--- src/rtl/tqs_pkg.sv ---
// Shared types and constants for the timer queue scheduler.
// No dependencies.
package tqs_pkg;

    localparam int TABLE_DEPTH = 16;
    localparam int IDX_W       = $clog2(TABLE_DEPTH);
    localparam int MAX_RESULTS = 16;
    localparam int CNT_W       = $clog2(MAX_RESULTS + 1);
    localparam int DW          = 32;
    localparam logic [DW-1:0] DELAY_NONE = '1;

    typedef enum logic [1:0] {
        OP_TICK   = 2'd0,
        OP_ADD    = 2'd1,
        OP_REMOVE = 2'd2,
        OP_QUERY  = 2'd3
    } t_op;

    typedef enum logic [2:0] {
        KIND_ADDED     = 3'd0,
        KIND_EXPIRED   = 3'd1,
        KIND_NONE      = 3'd2,
        KIND_REMOVED   = 3'd3,
        KIND_NOTFOUND  = 3'd4,
        KIND_NEXTDELAY = 3'd5,
        KIND_FULL      = 3'd6
    } t_kind;

    typedef enum logic [2:0] {
        SC_NONE,
        SC_TICK,
        SC_MATCH,
        SC_MIN,
        SC_RELOAD
    } t_scan;

    typedef struct packed {
        logic  load_in;
        logic  scan_start;
        t_scan scan_mode;
        logic  tick_now;
        logic  fire;
        logic  add_commit;
        logic  rm_commit;
        logic  out_load;
        t_kind out_kind;
        logic  out_last;
    } t_cmd;

    typedef struct packed {
        logic idx_end;
        logic best_vld;
        logic full;
        logic cnt_zero;
        logic cnt_pre_full;
        logic out_free;
    } t_sts;

endpackage

--- src/rtl/tqs_dp.sv ---
// Datapath: timer table, scan index, best-entry tracking, result register.
// Depends on tqs_pkg.
module tqs_dp (
    input  logic                 i_clk,
    input  logic                 i_rst_n,
    input  tqs_pkg::t_cmd        i_cmd,
    output tqs_pkg::t_sts        o_sts,
    input  logic [31:0]          i_interval,
    input  logic                 i_rep,
    input  logic [31:0]          i_tgt,
    input  logic                 i_m_tready,
    output logic                 o_m_tvalid,
    output logic [2:0]           o_kind,
    output logic [31:0]          o_ident,
    output logic [31:0]          o_delay,
    output logic                 o_last
);
    import tqs_pkg::*;

    logic [TABLE_DEPTH-1:0] r_vld;
    logic [TABLE_DEPTH-1:0] r_fired;
    logic [DW-1:0]          r_id  [TABLE_DEPTH];
    logic [DW-1:0]          r_dl  [TABLE_DEPTH];
    logic [DW-1:0]          r_per [TABLE_DEPTH];
    logic                   r_rep [TABLE_DEPTH];
    logic [DW-1:0]          r_now;
    logic [DW-1:0]          r_last_id;
    logic [DW-1:0]          r_ival;
    logic                   r_rep_in;
    logic [DW-1:0]          r_tgt;
    logic [IDX_W-1:0]       r_idx;
    logic                   r_best_vld;
    logic [IDX_W-1:0]       r_best_idx;
    logic [DW-1:0]          r_best_dl;
    logic [DW-1:0]          r_best_id;
    logic [DW-1:0]          r_pend_id;
    logic [CNT_W-1:0]       r_cnt;
    logic                   r_out_vld;
    t_kind                  r_kind;
    logic [DW-1:0]          r_ident;
    logic [DW-1:0]          r_delay;
    logic                   r_last;

    logic             c_vld;
    logic [DW-1:0]    c_dl;
    logic [DW-1:0]    c_id;
    logic             hit;
    logic [IDX_W-1:0] free_idx;
    logic [DW-1:0]    n_id;
    logic [DW-1:0]    q_delay;
    logic [DW-1:0]    n_ident;
    logic [DW-1:0]    n_delay;
    logic             out_free;

    always_comb begin
        c_vld = r_vld[r_idx];
        c_dl  = r_dl[r_idx];
        c_id  = r_id[r_idx];
        case (i_cmd.scan_mode)
            SC_TICK:  hit = c_vld && !r_fired[r_idx] && (c_dl < r_now) &&
                            (!r_best_vld || (c_dl < r_best_dl) ||
                             ((c_dl == r_best_dl) && (c_id < r_best_id)));
            SC_MATCH: hit = c_vld && (c_id == r_tgt) && !r_best_vld;
            SC_MIN:   hit = c_vld && (!r_best_vld || (c_dl < r_best_dl));
            default:  hit = 1'b0;
        endcase
    end

    always_comb begin
        free_idx = '0;
        for (int i = TABLE_DEPTH - 1; i >= 0; i--) begin
            if (!r_vld[i]) begin
                free_idx = IDX_W'(i);
            end
        end
    end

    always_comb begin
        n_id = r_last_id + 32'd1;
        if (n_id == '0) begin
            n_id = 32'd1;
        end
        if (!r_best_vld) begin
            q_delay = DELAY_NONE;
        end else if (r_best_dl <= r_now) begin
            q_delay = '0;
        end else begin
            q_delay = r_best_dl - r_now;
        end
        n_ident = '0;
        n_delay = '0;
        case (i_cmd.out_kind)
            KIND_ADDED:     n_ident = n_id;
            KIND_EXPIRED:   n_ident = r_pend_id;
            KIND_REMOVED:   n_ident = r_tgt;
            KIND_NEXTDELAY: n_delay = q_delay;
            default:        n_ident = '0;
        endcase
    end

    assign out_free = !r_out_vld || i_m_tready;

    always_comb begin
        o_sts.idx_end      = (r_idx == IDX_W'(TABLE_DEPTH - 1));
        o_sts.best_vld     = r_best_vld;
        o_sts.full         = &r_vld;
        o_sts.cnt_zero     = (r_cnt == '0);
        o_sts.cnt_pre_full = (r_cnt == CNT_W'(MAX_RESULTS - 1));
        o_sts.out_free     = out_free;
    end

    // control state
    always_ff @(posedge i_clk) begin
        if (!i_rst_n) begin
            r_vld      <= '0;
            r_fired    <= '0;
            r_now      <= '0;
            r_last_id  <= '0;
            r_idx      <= '0;
            r_best_vld <= 1'b0;
            r_cnt      <= '0;
            r_out_vld  <= 1'b0;
        end else begin
            if (i_cmd.scan_mode != SC_NONE) begin
                r_idx <= r_idx + 1'b1;
                if (hit) begin
                    r_best_vld <= 1'b1;
                end
                if (i_cmd.scan_mode == SC_RELOAD && r_fired[r_idx] && !r_rep[r_idx]) begin
                    r_vld[r_idx] <= 1'b0;
                end
            end
            if (i_cmd.scan_start) begin
                r_idx      <= '0;
                r_best_vld <= 1'b0;
            end
            if (i_cmd.tick_now) begin
                r_now   <= r_now + 32'd1;
                r_fired <= '0;
                r_cnt   <= '0;
            end
            if (i_cmd.fire) begin
                r_fired[r_best_idx] <= 1'b1;
                r_cnt               <= r_cnt + 1'b1;
            end
            if (i_cmd.add_commit) begin
                r_vld[free_idx] <= 1'b1;
                r_last_id       <= n_id;
            end
            if (i_cmd.rm_commit) begin
                r_vld[r_best_idx] <= 1'b0;
            end
            if (i_cmd.out_load) begin
                r_out_vld <= 1'b1;
            end else if (i_m_tready) begin
                r_out_vld <= 1'b0;
            end
        end
    end

    // payload
    always_ff @(posedge i_clk) begin
        if (i_cmd.load_in) begin
            r_ival   <= i_interval;
            r_rep_in <= i_rep;
            r_tgt    <= i_tgt;
        end
        if (hit) begin
            r_best_idx <= r_idx;
            r_best_dl  <= c_dl;
            r_best_id  <= c_id;
        end
        if (i_cmd.scan_mode == SC_RELOAD && r_fired[r_idx] && r_rep[r_idx]) begin
            r_dl[r_idx] <= r_now + r_per[r_idx];
        end
        if (i_cmd.fire) begin
            r_pend_id <= r_best_id;
        end
        if (i_cmd.add_commit) begin
            r_id[free_idx]  <= n_id;
            r_per[free_idx] <= r_ival;
            r_dl[free_idx]  <= r_now + r_ival;
            r_rep[free_idx] <= r_rep_in;
        end
        if (i_cmd.out_load) begin
            r_kind  <= i_cmd.out_kind;
            r_ident <= n_ident;
            r_delay <= n_delay;
            r_last  <= i_cmd.out_last;
        end
    end

    assign o_m_tvalid = r_out_vld;
    assign o_kind     = r_kind;
    assign o_ident    = r_ident;
    assign o_delay    = r_delay;
    assign o_last     = r_last;

endmodule

--- src/rtl/tqs_ctrl.sv ---
// Controller: sequences ticks, adds, removes and queries over the table.
// Depends on tqs_pkg.
module tqs_ctrl (
    input  logic           i_clk,
    input  logic           i_rst_n,
    input  logic           i_in_valid,
    input  logic [1:0]     i_op,
    output logic           o_in_ready,
    input  tqs_pkg::t_sts  i_sts,
    output tqs_pkg::t_cmd  o_cmd
);
    import tqs_pkg::*;

    typedef enum logic [3:0] {
        S_IDLE,
        S_TSCAN,
        S_TDEC,
        S_TLAST,
        S_TRELOAD,
        S_ADD,
        S_RSCAN,
        S_RFIN,
        S_QSCAN,
        S_QFIN
    } t_state;

    t_state r_state;
    t_state n_state;

    assign o_in_ready = (r_state == S_IDLE);

    always_comb begin
        n_state = r_state;
        o_cmd   = '0;
        unique case (r_state)
            S_IDLE: begin
                if (i_in_valid) begin
                    o_cmd.load_in    = 1'b1;
                    o_cmd.scan_start = 1'b1;
                    unique case (t_op'(i_op))
                        OP_TICK: begin
                            o_cmd.tick_now = 1'b1;
                            n_state        = S_TSCAN;
                        end
                        OP_ADD:    n_state = S_ADD;
                        OP_REMOVE: n_state = S_RSCAN;
                        OP_QUERY:  n_state = S_QSCAN;
                        default:   n_state = S_IDLE;
                    endcase
                end
            end
            S_TSCAN: begin
                o_cmd.scan_mode = SC_TICK;
                if (i_sts.idx_end) begin
                    n_state = S_TDEC;
                end
            end
            S_TDEC: begin
                if (i_sts.best_vld) begin
                    if (i_sts.cnt_zero || i_sts.out_free) begin
                        o_cmd.out_load = !i_sts.cnt_zero;
                        o_cmd.out_kind = KIND_EXPIRED;
                        o_cmd.fire     = 1'b1;
                        if (i_sts.cnt_pre_full) begin
                            n_state = S_TLAST;
                        end else begin
                            o_cmd.scan_start = 1'b1;
                            n_state          = S_TSCAN;
                        end
                    end
                end else if (i_sts.out_free) begin
                    o_cmd.out_load   = 1'b1;
                    o_cmd.out_kind   = i_sts.cnt_zero ? KIND_NONE : KIND_EXPIRED;
                    o_cmd.out_last   = 1'b1;
                    o_cmd.scan_start = 1'b1;
                    n_state          = S_TRELOAD;
                end
            end
            S_TLAST: begin
                if (i_sts.out_free) begin
                    o_cmd.out_load   = 1'b1;
                    o_cmd.out_kind   = KIND_EXPIRED;
                    o_cmd.out_last   = 1'b1;
                    o_cmd.scan_start = 1'b1;
                    n_state          = S_TRELOAD;
                end
            end
            S_TRELOAD: begin
                o_cmd.scan_mode = SC_RELOAD;
                if (i_sts.idx_end) begin
                    n_state = S_IDLE;
                end
            end
            S_ADD: begin
                if (i_sts.out_free) begin
                    o_cmd.out_load   = 1'b1;
                    o_cmd.out_last   = 1'b1;
                    o_cmd.out_kind   = i_sts.full ? KIND_FULL : KIND_ADDED;
                    o_cmd.add_commit = !i_sts.full;
                    n_state          = S_IDLE;
                end
            end
            S_RSCAN: begin
                o_cmd.scan_mode = SC_MATCH;
                if (i_sts.idx_end) begin
                    n_state = S_RFIN;
                end
            end
            S_RFIN: begin
                if (i_sts.out_free) begin
                    o_cmd.out_load  = 1'b1;
                    o_cmd.out_last  = 1'b1;
                    o_cmd.out_kind  = i_sts.best_vld ? KIND_REMOVED : KIND_NOTFOUND;
                    o_cmd.rm_commit = i_sts.best_vld;
                    n_state         = S_IDLE;
                end
            end
            S_QSCAN: begin
                o_cmd.scan_mode = SC_MIN;
                if (i_sts.idx_end) begin
                    n_state = S_QFIN;
                end
            end
            S_QFIN: begin
                if (i_sts.out_free) begin
                    o_cmd.out_load = 1'b1;
                    o_cmd.out_last = 1'b1;
                    o_cmd.out_kind = KIND_NEXTDELAY;
                    n_state        = S_IDLE;
                end
            end
            default: n_state = S_IDLE;
        endcase
    end

    always_ff @(posedge i_clk) begin
        if (!i_rst_n) begin
            r_state <= S_IDLE;
        end else begin
            r_state <= n_state;
        end
    end

endmodule

--- src/rtl/timer_queue_scheduler.sv ---
// Channel | dir | tdata                                   | tuser     | tlast
// s       | in  | interval_ms, repeat_req, target_id      | opcode    | -
// m       | out | timer_ident, delay_ms                   | kind      | last
// Remove, query: one full table scan (one table entry per cycle).
// Tick: one table scan per expiry, one more that finds none unless 16 fired,
// then a reload sweep over the table. One op at a time.
// A stalled output holds the controller at its next beat; reset is synchronous.
// Top level; depends on tqs_pkg, tqs_ctrl, tqs_dp.
module timer_queue_scheduler (
    input  logic        i_clk,
    input  logic        i_rst_n,
    input  logic        i_s_tvalid,
    output logic        o_s_tready,
    input  logic [71:0] i_s_tdata,  // interval_ms[31:0], repeat_req[32], target_id[64:33]
    input  logic [1:0]  i_s_tuser,  // opcode
    output logic        o_m_tvalid,
    input  logic        i_m_tready,
    output logic [63:0] o_m_tdata,  // timer_ident[31:0], delay_ms[63:32]
    output logic [2:0]  o_m_tuser,  // kind
    output logic        o_m_tlast
);
    import tqs_pkg::*;

    t_cmd        cmd;
    t_sts        sts;
    logic [31:0] ident;
    logic [31:0] delay;

    tqs_ctrl u_ctrl (
        .i_clk      (i_clk),
        .i_rst_n    (i_rst_n),
        .i_in_valid (i_s_tvalid),
        .i_op       (i_s_tuser),
        .o_in_ready (o_s_tready),
        .i_sts      (sts),
        .o_cmd      (cmd)
    );

    tqs_dp u_dp (
        .i_clk      (i_clk),
        .i_rst_n    (i_rst_n),
        .i_cmd      (cmd),
        .o_sts      (sts),
        .i_interval (i_s_tdata[31:0]),
        .i_rep      (i_s_tdata[32]),
        .i_tgt      (i_s_tdata[64:33]),
        .i_m_tready (i_m_tready),
        .o_m_tvalid (o_m_tvalid),
        .o_kind     (o_m_tuser),
        .o_ident    (ident),
        .o_delay    (delay),
        .o_last     (o_m_tlast)
    );

    assign o_m_tdata = {delay, ident};

endmodule

--- config.mk ---
export PLATFORM = sky130hd
export DESIGN_NAME = timer_queue_scheduler
export DESIGN_NICKNAME = d
export VERILOG_FILES = /design/src/rtl/tqs_pkg.sv /design/src/rtl/tqs_dp.sv /design/src/rtl/tqs_ctrl.sv /design/src/rtl/timer_queue_scheduler.sv
export SDC_FILE = /design/constraint.sdc
export NUM_CORES = 2
export LEC_CHECK = 0
export BUFFER_PORTS_ARGS = -buffer_cell sky130_fd_sc_hd__clkbuf_2
export CORE_ASPECT_RATIO = 1.2
export CORE_UTILIZATION = 25
export DETAILED_ROUTE_END_ITERATION = 10
export PLACE_DENSITY = 0.5
export SLEW_MARGIN = 0
export SYNTH_ARGS = -nofsm -noshare
export SYNTH_HDL_FRONTEND = slang
export SYNTH_SLANG_ARGS = --single-unit
--- constraint.sdc ---
create_clock -name i_clk -period 11.5 [get_ports i_clk]
set_clock_uncertainty 0.05 [all_clocks]
set_input_delay 3.45 -clock i_clk [delete_from_list [all_inputs] [get_ports i_clk]]
set_output_delay 3.45 -clock i_clk [all_outputs]
set_load 0.01 [all_outputs]
==> impl_metrics.yaml <==
pwr:
  power.density_nw_per_um2: 182.8
  ir_drop_v: 0.0001311
  leakagePower_uw: 0.03017
worst_setup_path:
  path_class: "input port to flip-flop"
  cp_num_buf_inv: 1
  critPathTopFamily: "compound AO/OA/AOI/OAI gates"
  end_kind: "flip-flop"
  slowest_stage: "xnor2_1"
  arrival_ns: 9.08
  startpoint_type: "input port"
  crit_required_ns: 11.89
  crit_fanout: 22
  max_stage_delay_ns: 1.04
  crit_start: "i_m_tready"
  crit_chain: "clkbuf_2 -> nand2b_1 -> nand3_1 -> a21oi_4 -> nand2_1 -> nand2_1 -> ha_1 -> o21a_1 -> a21oi_1 -> a2111oi_0 -> o211ai_1 -> o31ai_1 -> a21o_1 -> a21oi_1 -> xnor2_1"
yosys:
  syn-instance-count: 4683
  yosys_register_bits: 1900
  syn-num-nets: 4934
  synth_edf_count: 1785
  syn_area_per_cell_um2: 17.14
  synth_flop_cell: "edfxtp_1"
  synthArstFlopShare_pct: 0
  synth-seq-area-share_pct: 69.64
  netlist_area_um2: 80280
  ys_warn_count: 0
  synth.distinct_cells: 83
floorplan:
  dieArea_um2: 323400
  pin_count: 148
  start_util_pct: 25.17
  die_w_um: 519.3
  die_y_um: 622.8
  rows: 227
  core_area_um2: 319000
timing:
  tns_ns: 0
  fmax_ghz: 0.1150
  period_share_pct: 75.59
  worst_pin_slew_ns: 1.342
  setup_violations: 0
  rsz0062_at_grt: "no"
  slew_headroom_pct: 9.906
  slew_viol_final: 0
  period_minus_slack_ns: 8.692
  worst_slack_ns: 2.808
  hold_viol_final: 0
global_route:
  grt_pass1_wl_um: 329500
  grtUsageTotal_pct: 14.02
  antenna_found_initial: 21
  grt.overflow.total: 0
  grt_pass1_vias: 44800
  grt_max_degree: 107
final_layout:
  area_growth_syn_to_layout_pct: 15.88
  finalNetCount: 5164
  largestRegisters: "u_dp.r_dl: 512 flops, u_dp.r_id: 512 flops, u_dp.r_per: 512 flops"
  drive_above_1_share_pct: 20.69
place:
  pre_cts_ws_ns: 1.863
  gp_congestion: 0.8234
  dpl.hpwl_um: 142100
  numPortBuffers: 140
clock_network:
  postCtsSetupBuffers: 0
  root_buffer: "clkbuf_16"
  hold_buffers: 0
  clk_pin_slew_worst_paths_ns: 0.07
  cts_made_buffers: 199
  clock_sinks: 1900
  cts_max_level: 4
  cts_tree: "done"
  clock_path_buffers: 4
  clkLatencyLatePin_ns: 0.88
  cts-resized-gates: 0
routing:
  drc_errors: 0
  vias: 43770
  antenna_left: 0
  firstDrtPassIters: 5
  viasPerCell: 4.700
  totalWireLength_um: 230700
  drtIter0Drc: 3784
  post_drt_wl_per_cell_um: 24.77
outcome:
  status: "completed"
hold_path:
  hp-class: "flip-flop to flip-flop"
  min-delay-start: "u_dp.r_best_id[18]"
job:
  timing.max_cap.violations: 0
cells by family after synthesis:
family                     share of synthesized area [%]
DFF                                                69.64
AOI/OAI and AO/OA                                  4.977
buffers and inverters                              1.903
adders and majority gates                          2.715
muxes                                              13.79
xor gates and xnor gates                           1.887
and+or+nand+nor                                    5.089
cell usage after synthesis (7+ instances only):
cell       number  area, µm²
dfxtp_1       115       2302
mux2i_1       116       1161
and2_1         12      75.07
nand3_1        66      330.3
buf_4           9      67.56
clkbuf_1      117      439.2
a211oi_1       29      217.7
mux4_2        435       9797
o21ai_0       155      775.7
o22ai_1        16      100.1
o21bai_1        8      60.06
xnor2_1       118       1033
nand2b_1       18      112.6
mux2_2         10      112.6
nor4_1         15      93.84
a22oi_1        23      172.7
nand4_1        49      306.5
or3_1          36      225.2
o2111ai_1       8      70.07
ha_1          171       2140
o21a_1         21      157.7
nor2b_1        20      125.1
nand2_1       299       1122
inv_1         156      585.6
nor2_1        218      818.3
or2_2          13      81.33
xor2_1         55      481.7
o31ai_1        10      75.07
and3_1         30      187.7
a311oi_1        7      61.31
nor3_1         47      235.2
a21oi_1       189      945.9
and4_1         12      105.1
a31oi_1        22      137.6
a221oi_1        7      61.31
a211o_1        14      122.6
o211ai_1       20      150.1
buf_2          57      285.3
a21o_1         34      255.2
edfxtp_1     1785      53600
buf_1          35      131.4
o21ai_1         8      40.04
power by group:
| part | switching [µW] | total (µW) | leakage (µW) | internal (µW) |
|---|---|---|---|---|
| sequential | 278 | 8350 | 0.0177 | 8070 |
| clock | 2690 | 6400 | 0.00311 | 3710 |
| combinational | 1380 | 2260 | 0.00933 | 870 |
layer usage:
metal  up-vias  GRT usage, %  wire length, µm
li1      19110             -                -
met1     23280         18.78           101500
met2      1100         23.84           113800
met3       264         1.936            10420
met4        14         3.344             4851
met5         -             0               86
placed cells by master (no fill, tap or decap), types with 36 or more instances in the layout:
master,count
xnor2_1,114
ha_1,171
xor2_1,54
nor3_1,37
clkbuf_1,44
nand2_1,298
dfxtp_1,111
mux4_2,435
or3_1,36
inv_1,147
nor2_1,211
mux2i_1,116
o21ai_0,154
edfxtp_1,1785
clkbuf_2,140
clkbuf_16,204
clkinv_1,41
a21oi_1,188
nand3_1,66
nand4_1,49
buf_4,100
per-stage QoR:
| stage | utilization, % | area, µm² | power (µW) | cells | hold WS, ns |
|---|---|---|---|---|---|
| 6_report | 29.17 | 93030 | 17000 | 9312 | 0.3804 |
| 4_1_cts | 29.16 | 93000 | 17200 | 9307 | 0.3754 |
| 3_5_place_dp | 27.15 | 86600 | 10800 | 8948 | 0.3838 |
| 5_1_grt | 29.16 | 93020 | 17610 | 9309 | 0.3950 |
| 3_3_place_gp | 27.15 | 86600 | 10760 | 8948 | 0.3837 |
| 2_1_floorplan | - | 80280 | 9853 | 4683 | 0.3564 |
worst paths after layout:
check / end / slack, ns / depth (start not counted)
worst min-delay path: u_dp.r_pend_id[18] / 0.38 / 0
worst max register to register: u_dp.r_best_idx[0] / 3.87 / 15
worst min register to register: u_dp.r_pend_id[18] / 0.38 / 0
worst max-delay path: u_dp.r_dl[8][27] / 2.81 / 15
cell type report:
| cell class | count | area, µm² |
|---|---|---|
| fillers | 31460 | 225900 |
| flip-flops and latches | 1900 | 55920 |
| multi-input cells | 2406 | 23170 |
| clock buffers | 254 | 5353 |
| well taps | 4236 | 5300 |
| repair buffers | 248 | 1612 |
| clock inverters | 105 | 1044 |
| inverters | 158 | 615.6 |
| diodes | 5 | 12.51 |
No activity file was read; power rests on OpenSTA's default activity.
